### config.mk
export PLATFORM = sky130hd
export DESIGN_NAME = i2c_bitbang_master_top
export DESIGN_NICKNAME = d
export VERILOG_FILES = /design/src/hdl/i2cbb_pkg.sv /design/src/hdl/i2cbb_csr.sv /design/src/hdl/i2cbb_seq.sv /design/src/hdl/i2c_bitbang_master_top.sv
export SDC_FILE = /design/constraint.sdc
export NUM_CORES = 1
export LEC_CHECK = 0
export BUFFER_PORTS_ARGS = -buffer_cell sky130_fd_sc_hd__buf_2
export CORE_MARGIN = 5
export CORE_UTILIZATION = 61
export CTS_CLUSTER_SIZE = 28
export DETAILED_ROUTE_END_ITERATION = 12
export GPL_TIMING_DRIVEN = 0
export PLACE_DENSITY = 0.89
export SLEW_MARGIN = 20
export SYNTH_ARGS = -nofsm -noshare
export SYNTH_HDL_FRONTEND = slang
export SYNTH_HIERARCHICAL = 1
export SYNTH_SLANG_ARGS = --single-unit
### constraint.sdc
create_clock -name clock -period 9.05 [get_ports clock]
set_input_delay 0.905 -clock clock [delete_from_list [all_inputs] [get_ports clock]]
set_output_delay 0.905 -clock clock [all_outputs]
set_load 0.01 [all_outputs]
### src/hdl/i2cbb_pkg.sv
// Shared types and constants for the two-wire bit-level master.
package i2cbb_pkg;

   // Command kinds carried with each input item.
   localparam logic [2:0] KIND_TICK  = 3'd0;
   localparam logic [2:0] KIND_START = 3'd1;
   localparam logic [2:0] KIND_STOP  = 3'd2;
   localparam logic [2:0] KIND_WRITE = 3'd3;
   localparam logic [2:0] KIND_READ  = 3'd4;

   // Register indexes on the configuration port.
   localparam logic REG_ACK_POLL_LIMIT  = 1'b0;
   localparam logic REG_TICKS_PER_PHASE = 1'b1;

   // Register reset values.
   localparam logic [15:0] ACK_POLL_LIMIT_RESET  = 16'd1000;
   localparam logic [7:0]  TICKS_PER_PHASE_RESET = 8'd1;

   // Bits in one byte on the bus.
   localparam logic [3:0] BITS_PER_BYTE = 4'd8;

   // Bus widths.
   localparam int CSR_ADDR_W = 3;
   localparam int CSR_DATA_W = 32;

   // Configuration seen by the sequencer.
   typedef struct packed {
      logic [15:0] ack_poll_limit;
      logic [7:0]  ticks_per_phase;
   } cfg_type;

   // One input item.
   typedef struct packed {
      logic [2:0] kind;
      logic [7:0] tx_byte;
      logic       send_nack;
      logic       sda_in;
   } req_item_type;

   // One result item.
   typedef struct packed {
      logic       scl_out;
      logic       sda_out;
      logic       busy_res;
      logic       done_res;
      logic [7:0] rx_byte;
      logic       ack_missing;
   } rsp_item_type;

endpackage

### src/hdl/i2cbb_csr.sv
// Configuration register bank with an APB-style access port.
module i2cbb_csr (
   input  logic                             clock,
   input  logic                             reset,
   input  logic                             csr_psel,
   input  logic                             csr_penable,
   input  logic                             csr_pwrite,
   input  logic [i2cbb_pkg::CSR_ADDR_W-1:0] csr_paddr,
   input  logic [i2cbb_pkg::CSR_DATA_W-1:0] csr_pwdata,
   output logic [i2cbb_pkg::CSR_DATA_W-1:0] csr_prdata,
   output logic                             csr_pready,
   output i2cbb_pkg::cfg_type               cfg
);
   import i2cbb_pkg::*;

   logic [15:0] ack_poll_limit_ff;
   logic [7:0]  ticks_per_phase_ff;
   logic        wr_en;
   logic        reg_sel;

   assign csr_pready = 1'b1;
   assign reg_sel    = csr_paddr[2];
   assign wr_en      = csr_psel && csr_penable && csr_pwrite && csr_pready;

   // Register writes in the access cycle.
   always_ff @(posedge clock) begin
      if (reset) begin
         ack_poll_limit_ff  <= ACK_POLL_LIMIT_RESET;
         ticks_per_phase_ff <= TICKS_PER_PHASE_RESET;
      end else if (wr_en) begin
         case (reg_sel)
            REG_ACK_POLL_LIMIT:  ack_poll_limit_ff  <= csr_pwdata[15:0];
            REG_TICKS_PER_PHASE: ticks_per_phase_ff <= csr_pwdata[7:0];
            default: ;
         endcase
      end
   end

   // Read data.
   always_comb begin
      case (reg_sel)
         REG_ACK_POLL_LIMIT:  csr_prdata = {16'd0, ack_poll_limit_ff};
         REG_TICKS_PER_PHASE: csr_prdata = {24'd0, ticks_per_phase_ff};
         default:             csr_prdata = '0;
      endcase
   end

   assign cfg.ack_poll_limit  = ack_poll_limit_ff;
   assign cfg.ticks_per_phase = ticks_per_phase_ff;

endmodule

### src/hdl/i2cbb_seq.sv
// Line sequencer: phase state and the per-tick next-state and result logic.
module i2cbb_seq (
   input  logic                    clock,
   input  logic                    reset,
   input  logic                    step,
   input  i2cbb_pkg::req_item_type item,
   input  i2cbb_pkg::cfg_type      cfg,
   output i2cbb_pkg::rsp_item_type result
);
   import i2cbb_pkg::*;

   typedef enum logic [3:0] {
      PH_IDLE    = 4'd0,
      PH_ST_A    = 4'd1,
      PH_ST_B    = 4'd2,
      PH_SP_A    = 4'd3,
      PH_SP_B    = 4'd4,
      PH_SP_C    = 4'd5,
      PH_W_LOW   = 4'd6,
      PH_W_HIGH  = 4'd7,
      PH_GA_LOW  = 4'd8,
      PH_GA_HIGH = 4'd9,
      PH_GA_POLL = 4'd10,
      PH_R_PRE   = 4'd11,
      PH_R_HIGH  = 4'd12,
      PH_R_LOW   = 4'd13,
      PH_K_LOW   = 4'd14,
      PH_K_HIGH  = 4'd15
   } phase_type;

   phase_type   phase_ff, phase_in;
   logic [3:0]  bit_count_ff, bit_count_in;
   logic [7:0]  shift_byte_ff, shift_byte_in;
   logic [15:0] poll_count_ff, poll_count_in;
   logic [7:0]  tick_count_ff, tick_count_in;
   logic        scl_level_ff, scl_level_in;
   logic        sda_level_ff, sda_level_in;
   logic        nack_choice_ff, nack_choice_in;

   logic [7:0]  hold_lim;
   logic [15:0] poll_lim;
   logic [7:0]  tick_inc;
   logic [15:0] poll_inc;
   logic [3:0]  bit_inc;
   logic        hold_done;
   logic        done;
   logic        miss;
   logic [7:0]  rx;

   // A zero register value behaves as one.
   assign hold_lim  = (cfg.ticks_per_phase == 8'd0) ? 8'd1 : cfg.ticks_per_phase;
   assign poll_lim  = (cfg.ack_poll_limit == 16'd0) ? 16'd1 : cfg.ack_poll_limit;
   assign tick_inc  = tick_count_ff + 8'd1;
   assign poll_inc  = poll_count_ff + 16'd1;
   assign bit_inc   = bit_count_ff + 4'd1;
   assign hold_done = (tick_inc >= hold_lim);

   // Next state and result for this tick.
   always_comb begin
      phase_in       = phase_ff;
      bit_count_in   = bit_count_ff;
      shift_byte_in  = shift_byte_ff;
      poll_count_in  = poll_count_ff;
      tick_count_in  = tick_count_ff;
      scl_level_in   = scl_level_ff;
      sda_level_in   = sda_level_ff;
      nack_choice_in = nack_choice_ff;
      done           = 1'b0;
      miss           = 1'b0;
      rx             = 8'd0;

      case (phase_ff)
         // Idle: take a new command; unknown kinds are dropped.
         PH_IDLE: begin
            case (item.kind)
               KIND_START: begin
                  phase_in      = PH_ST_A;
                  scl_level_in  = 1'b1;
                  sda_level_in  = 1'b1;
                  tick_count_in = 8'd0;
               end
               KIND_STOP: begin
                  phase_in      = PH_SP_A;
                  scl_level_in  = 1'b0;
                  sda_level_in  = 1'b0;
                  tick_count_in = 8'd0;
               end
               KIND_WRITE: begin
                  shift_byte_in = item.tx_byte;
                  bit_count_in  = 4'd0;
                  phase_in      = PH_W_LOW;
                  scl_level_in  = 1'b0;
                  sda_level_in  = item.tx_byte[7];
                  tick_count_in = 8'd0;
               end
               KIND_READ: begin
                  shift_byte_in  = 8'd0;
                  bit_count_in   = 4'd0;
                  nack_choice_in = item.send_nack;
                  phase_in       = PH_R_PRE;
                  scl_level_in   = 1'b0;
                  sda_level_in   = 1'b1;
                  tick_count_in  = 8'd0;
               end
               default: ;
            endcase
         end

         // Acknowledge poll: one sample per tick until low or the limit.
         PH_GA_POLL: begin
            if (!item.sda_in) begin
               scl_level_in  = 1'b0;
               phase_in      = PH_IDLE;
               tick_count_in = 8'd0;
               done          = 1'b1;
            end else begin
               poll_count_in = poll_inc;
               if (poll_inc >= poll_lim) begin
                  scl_level_in  = 1'b0;
                  phase_in      = PH_IDLE;
                  tick_count_in = 8'd0;
                  done          = 1'b1;
                  miss          = 1'b1;
               end
            end
         end

         // Timed phases: advance once the phase has been held long enough.
         default: begin
            tick_count_in = tick_inc;
            if (hold_done) begin
               tick_count_in = 8'd0;
               case (phase_ff)
                  PH_ST_A: begin
                     phase_in     = PH_ST_B;
                     scl_level_in = 1'b1;
                     sda_level_in = 1'b0;
                  end
                  PH_ST_B: begin
                     phase_in = PH_IDLE;
                     done     = 1'b1;
                  end
                  PH_SP_A: begin
                     phase_in     = PH_SP_B;
                     scl_level_in = 1'b1;
                     sda_level_in = 1'b0;
                  end
                  PH_SP_B: begin
                     phase_in     = PH_SP_C;
                     scl_level_in = 1'b1;
                     sda_level_in = 1'b1;
                  end
                  PH_SP_C: begin
                     phase_in = PH_IDLE;
                     done     = 1'b1;
                  end
                  PH_W_LOW: begin
                     phase_in     = PH_W_HIGH;
                     scl_level_in = 1'b1;
                  end
                  PH_W_HIGH: begin
                     shift_byte_in = {shift_byte_ff[6:0], 1'b0};
                     bit_count_in  = bit_inc;
                     scl_level_in  = 1'b0;
                     if (bit_inc >= BITS_PER_BYTE) begin
                        phase_in     = PH_GA_LOW;
                        sda_level_in = 1'b1;
                     end else begin
                        phase_in     = PH_W_LOW;
                        sda_level_in = shift_byte_ff[6];
                     end
                  end
                  PH_GA_LOW: begin
                     phase_in     = PH_GA_HIGH;
                     scl_level_in = 1'b1;
                     sda_level_in = 1'b1;
                  end
                  PH_GA_HIGH: begin
                     phase_in      = PH_GA_POLL;
                     poll_count_in = 16'd0;
                  end
                  PH_R_PRE: begin
                     phase_in     = PH_R_HIGH;
                     scl_level_in = 1'b1;
                     sda_level_in = 1'b1;
                  end
                  PH_R_HIGH: begin
                     shift_byte_in = {shift_byte_ff[6:0], item.sda_in};
                     phase_in      = PH_R_LOW;
                     scl_level_in  = 1'b0;
                     sda_level_in  = 1'b1;
                  end
                  PH_R_LOW: begin
                     bit_count_in = bit_inc;
                     if (bit_inc >= BITS_PER_BYTE) begin
                        phase_in     = PH_K_LOW;
                        scl_level_in = 1'b0;
                        sda_level_in = nack_choice_ff;
                     end else begin
                        phase_in     = PH_R_HIGH;
                        scl_level_in = 1'b1;
                        sda_level_in = 1'b1;
                     end
                  end
                  PH_K_LOW: begin
                     phase_in     = PH_K_HIGH;
                     scl_level_in = 1'b1;
                     sda_level_in = nack_choice_ff;
                  end
                  PH_K_HIGH: begin
                     phase_in = PH_IDLE;
                     done     = 1'b1;
                     rx       = shift_byte_ff;
                  end
                  default: phase_in = PH_IDLE;
               endcase
            end
         end
      endcase
   end

   // State update, one tick per accepted item.
   always_ff @(posedge clock) begin
      if (reset) begin
         phase_ff       <= PH_IDLE;
         bit_count_ff   <= 4'd0;
         shift_byte_ff  <= 8'd0;
         poll_count_ff  <= 16'd0;
         tick_count_ff  <= 8'd0;
         scl_level_ff   <= 1'b1;
         sda_level_ff   <= 1'b1;
         nack_choice_ff <= 1'b0;
      end else if (step) begin
         phase_ff       <= phase_in;
         bit_count_ff   <= bit_count_in;
         shift_byte_ff  <= shift_byte_in;
         poll_count_ff  <= poll_count_in;
         tick_count_ff  <= tick_count_in;
         scl_level_ff   <= scl_level_in;
         sda_level_ff   <= sda_level_in;
         nack_choice_ff <= nack_choice_in;
      end
   end

   assign result.scl_out     = scl_level_in;
   assign result.sda_out     = sda_level_in;
   assign result.busy_res    = (phase_in != PH_IDLE);
   assign result.done_res    = done;
   assign result.rx_byte     = rx;
   assign result.ack_missing = miss;

endmodule

### src/hdl/i2c_bitbang_master_top.sv
// Top level of the two-wire bit-level master: input register, sequencer,
// result register and configuration port.
//
// Each input item is one timing tick of the bus sequencer and gives exactly
// one result item with the clock and data drive levels, busy, done, the
// received byte on the done tick of a read and the missing-acknowledge flag
// on the done tick of a write. The block takes one item per clock cycle
// while the result side is not stalled. An item passes through an input
// register and a result register. A stalled result keeps the next item
// waiting in the input register, and while that register is full the input
// is held off as well; an empty input register still takes one item. The
// sequencer state advances once per item, through the combinational
// next-state logic between those registers. The user must write configuration
// only while no item is in flight; the block itself does not enforce this.
module i2c_bitbang_master_top (
   input  logic                             clock,
   input  logic                             reset,
   // Input channel. tdata: [7:0] tx_byte, [8] send_nack, [9] sda_in, rest zero.
   // tuser: [2:0] kind.
   input  logic                             req_tvalid,
   output logic                             req_tready,
   input  logic [15:0]                      req_tdata,
   input  logic [2:0]                       req_tuser,
   // Result channel. tdata: [0] scl_out, [1] sda_out, [2] busy_res,
   // [3] done_res, [11:4] rx_byte, [12] ack_missing, [15:13] zero.
   output logic                             rsp_tvalid,
   input  logic                             rsp_tready,
   output logic [15:0]                      rsp_tdata,
   // Configuration port.
   input  logic                             csr_psel,
   input  logic                             csr_penable,
   input  logic                             csr_pwrite,
   input  logic [i2cbb_pkg::CSR_ADDR_W-1:0] csr_paddr,
   input  logic [i2cbb_pkg::CSR_DATA_W-1:0] csr_pwdata,
   output logic [i2cbb_pkg::CSR_DATA_W-1:0] csr_prdata,
   output logic                             csr_pready
);
   import i2cbb_pkg::*;

   cfg_type      cfg;
   req_item_type in_item_ff;
   logic         in_valid_ff;
   rsp_item_type seq_result;
   rsp_item_type rsp_item_ff;
   logic         rsp_valid_ff;
   logic         advance;

   i2cbb_csr u_csr (
      .clock       (clock),
      .reset       (reset),
      .csr_psel    (csr_psel),
      .csr_penable (csr_penable),
      .csr_pwrite  (csr_pwrite),
      .csr_paddr   (csr_paddr),
      .csr_pwdata  (csr_pwdata),
      .csr_prdata  (csr_prdata),
      .csr_pready  (csr_pready),
      .cfg         (cfg)
   );

   // The held item moves on when the result register is free or draining.
   assign advance    = in_valid_ff && (!rsp_valid_ff || rsp_tready);
   assign req_tready = !in_valid_ff || advance;

   // Input register.
   always_ff @(posedge clock) begin
      if (reset) begin
         in_valid_ff <= 1'b0;
      end else if (req_tready) begin
         in_valid_ff <= req_tvalid;
      end
   end

   always_ff @(posedge clock) begin
      if (req_tready && req_tvalid) begin
         in_item_ff.kind      <= req_tuser;
         in_item_ff.tx_byte   <= req_tdata[7:0];
         in_item_ff.send_nack <= req_tdata[8];
         in_item_ff.sda_in    <= req_tdata[9];
      end
   end

   i2cbb_seq u_seq (
      .clock  (clock),
      .reset  (reset),
      .step   (advance),
      .item   (in_item_ff),
      .cfg    (cfg),
      .result (seq_result)
   );

   // Result register.
   always_ff @(posedge clock) begin
      if (reset) begin
         rsp_valid_ff <= 1'b0;
      end else if (advance) begin
         rsp_valid_ff <= 1'b1;
      end else if (rsp_tready) begin
         rsp_valid_ff <= 1'b0;
      end
   end

   always_ff @(posedge clock) begin
      if (advance) begin
         rsp_item_ff <= seq_result;
      end
   end

   assign rsp_tvalid = rsp_valid_ff;
   assign rsp_tdata  = {3'd0, rsp_item_ff.ack_missing, rsp_item_ff.rx_byte,
                        rsp_item_ff.done_res, rsp_item_ff.busy_res,
                        rsp_item_ff.sda_out, rsp_item_ff.scl_out};

   // A finished command always leaves the sequencer idle.
   assert property (@(posedge clock) disable iff (reset)
      rsp_valid_ff && rsp_item_ff.done_res |-> !rsp_item_ff.busy_res)
      else $error("done reported while still busy");

   // The timeout flag and received byte appear only on a done tick.
   assert property (@(posedge clock) disable iff (reset)
      rsp_valid_ff && (rsp_item_ff.ack_missing || (rsp_item_ff.rx_byte != 8'd0))
      |-> rsp_item_ff.done_res)
      else $error("result flag outside a done tick");

   // A stalled result register must not be overwritten.
   assert property (@(posedge clock) disable iff (reset)
      rsp_valid_ff && !rsp_tready |=> rsp_valid_ff && $stable(rsp_item_ff))
      else $error("stalled result lost");

   // An item is never taken from the input register while the output is stalled.
   assert property (@(posedge clock) disable iff (reset)
      advance |-> (!rsp_valid_ff || rsp_tready))
      else $error("item advanced into a full result register");

endmodule

==> impl_metrics.ini <==
[status]
outcome = complete, no violations

[setup_path]
crit_required_ns = 9.20
timing.rr.start = u_seq/poll_count_ff[0]
worstPathArrival_ns = 4.18
critPathKind = flop to flop
critPathCaptureType = flop
r2r-end = rsp_tdata[0]
crit_path_max_fanout = 6
rr_worst_depth = 13
startpoint_type = flop
r2r_slack_ns = 5.02

[synthesis]
synth_xor_area_frac = 0.03742
synth_seq_cells = 95
synth_mux_area_frac = 0.06414
synth.distinct_cells = 82
synth_compound_gate_area_share = 0.2017
synth_edf_count = 26
syn_inst = 653
synth_ff_type = dfxtp_1
syn_avg_cell_area_um2 = 9.320
synth.yosys.seq_area_share = 0.3553
synth_top_family_by_area = compound AO/OA/AOI/OAI gates
yosysWarnings = 6
syn_area_um2 = 6086
synthArstFlopShare = 0
synth_adder_area_share = 0.05551
synth_simple_gate_area_share = 0.1941

[floorplanning]
die_h_um = 109.9
dieArea_um2 = 12070
rows = 36
ios = 112
die_w_um = 109.9
coreArea_um2 = 9774
start_util = 0.6226

[place]
routabilityCongestion = 0.9397
post-dp-hpwl_mm = 11.55
port-buffer-count = 66
dpl.cell_count = 869

[clock_tree]
cts_sinks = 95
hold_buffers = 0
root_buffer = clkbuf_8
htreeDepth = 3
cts_made_buffers = 9
cts_buffer_depth = 2
post-cts-setup-buffer-count = 0
path_clk_slew_ns = 0.10
cts_resized = 0
cts_tree = done
clkLatencyLatePin_ns = 0.39

[layout]
antennaDiodeCount = 0
area.growth.synth_to_final_pct = 12.69
nNetsFinal = 835
drive_gt1_frac = 0.2194
utilization = 0.7016
layout.cells.non_filler = 885

[global_route]
grtUsageTotal = 0.2552
grt_remaining_overflow = 0
grt_first_pass_wirelength_mm = 24.29
antenna_found_initial = 0
grt_max_degree = 19
grt_pass1_vias = 5078

[worst_hold_path]
holdPathStages = 2
whs_endpoint = u_seq/bit_count_ff[2]
hold_path.class = flop to flop
min_from = u_seq/bit_count_ff[2]

[pwr]
power_density_nw_per_um2 = 136.9
leakage_nw = 2.781
max-vdd-ir-drop_mv = 0.1028

[flow_run]
maxCapViolations = 0

[timing]
tightestPinTransition_ns = 0.8851
rsz0062_at_grt = false
period_needed_ns = 4.030
setup-tns-final_ns = 0
clock_skew_ns = 0.01108
final_hold_viol_count = 0
fmax_ghz = 0.2482
finalMaxSlewViolations = 0
slew_headroom = 0.4045
setup_viol_count_final = 0
min_period_over_period = 0.4453

[drt]
ant_nets = 0
vias = 5324
drc = 0
wl_per_cell_um = 17.05
drt_iter0_markers = 432
dr.pass1.iters = 8
finalWirelength_mm = 15.09
detail_route.vias_per_cell = 6.016
[how the worst max path moves through the flow]
stage | start | end
3_5_place_dp | u_seq/poll_count_ff[0] | rsp_tdata[0]
5_1_grt | u_seq/poll_count_ff[0] | rsp_tdata[0]
2_1_floorplan | u_seq/poll_count_ff[0] | rsp_tdata[2]
3_3_place_gp | u_seq/poll_count_ff[0] | rsp_tdata[0]
4_1_cts | u_seq/poll_count_ff[0] | rsp_tdata[0]
6_report | u_seq/poll_count_ff[0] | rsp_tdata[0]
[registers in the layout, summed over array words and instances, names as in the netlist]
| register | flops |
|---|---|
| u_csr/ack_poll_limit_ff | 16 |
| u_seq/nack_choice_ff | 1 |
| u_seq/phase_ff | 4 |
| in_item_ff | 13 |
| u_seq/tick_count_ff | 8 |
| u_seq/poll_count_ff | 16 |
| u_seq/shift_byte_ff | 8 |
| in_valid_ff | 1 |
| u_csr/ticks_per_phase_ff | 8 |
| u_seq/sda_level_ff | 1 |
| u_seq/bit_count_ff | 4 |
| rsp_tvalid | 1 |
| rsp_tdata | 13 |
| u_seq/scl_level_ff | 1 |
[per-stage QoR]
| stage | hold WS [ns] | setup WS [ns] | total power, W | instance area (um2) |
|---|---|---|---|---|
| floorplan | 0.4465 | 5.961 | 0.0005927 | 6150 |
| global placement | 0.4616 | 5.349 | 0.0006367 | 6646 |
| detailed placement | 0.4857 | 5.191 | 0.0006405 | 6646 |
| CTS | 0.5017 | 5.161 | 0.0009345 | 6858 |
| global route | 0.5270 | 4.815 | 0.0009746 | 6858 |
| finish | 0.4982 | 5.020 | 0.0009386 | 6858 |
[cell usage in the layout (no fill, tap or decap), drive strengths merged, types with 5 or more instances in the layout]
cell type	netlist	layout
a211oi	8	8
a21oi	32	32
a22oi	8	8
a311oi	5	5
and2	14	14
and3	8	8
buf	43	109
clkbuf	21	30
conb	3	20
dfxtp	69	69
edfxtp	26	26
ha	27	27
inv	34	37
mux2	8	8
mux2i	30	30
nand2	26	26
nand2b	40	40
nand3	15	15
nand4	18	18
nor2	35	35
nor2b	13	13
nor3	18	18
nor4	9	9
o2111ai	10	10
o211ai	10	10
o21a	6	6
o21ai	29	29
o31ai	12	12
xnor2	17	17
xor2	9	9
[cells in the mapped netlist (8+ instances only)]
cell	instances	area share
xnor2_1	17	0.024
nor4_1	9	0.0093
xor2_1	9	0.013
nor2b_1	13	0.013
and2_1	11	0.011
nand4_1	17	0.017
dfxtp_1	69	0.23
ha_1	27	0.056
o21ai_0	26	0.021
o31ai_2	8	0.016
nand3_1	13	0.011
edfxtp_1	26	0.13
mux2_2	8	0.015
nand2_1	25	0.015
mux2i_1	30	0.049
buf_4	27	0.033
o211ai_1	9	0.011
inv_1	34	0.021
nand2b_1	40	0.041
nor2_1	33	0.020
a21oi_1	31	0.025
and3_1	8	0.0082
o2111ai_1	9	0.013
nor3_1	17	0.014
clkbuf_1	20	0.012
[kinds of logic after synthesis]
group / after synthesis
compound gates: 159
other cells: 3
xor+xnor: 26
fa+ha+maj: 27
flops: 95
simple gates: 207
buf+inv: 98
mux: 38
[power breakdown]
group          internal, W  leakage (nW)  switching (W)
clock network     0.000134         0.108       0.000168
logic            0.0000690          1.86       0.000107
registers         0.000450         0.813      0.0000100
[layer usage]
layer  up-vias  global-route usage  routed length, um  share of wire
li1       2548                   -                  -              -
met1      2488              0.3208               6172           0.41
met2       253              0.4376               7313           0.48
met3        35             0.04580               1241          0.082
met4         0             0.08994                364          0.024
met5         -                   0                  0              0
[worst max-delay path: stages (launching register included)]
cell	delay [ns]
dfxtp_1	0.52
ha_1	0.35
nand2_1	0.11
nor3_1	0.46
nand3_1	0.21
xnor2_1	0.19
ha_1	0.30
nand4_1	0.09
a2111oi_0	0.55
o41ai_1	0.22
o21ai_1	0.33
a21oi_1	0.12
nand2b_1	0.21
buf_4	0.15
[cell type report]
type                    instances  area, um2
multi-input cells             477       3440
fillers                       746       2917
flip-flops and latches         95       2162
plain buffers                  64      420.4
repair buffers                 66      330.3
well taps                     133      166.4
inverters                      34      127.6
clock buffers                   9      123.9
clock inverters                 7      87.58
No activity file was read; power rests on OpenSTA's default activity.
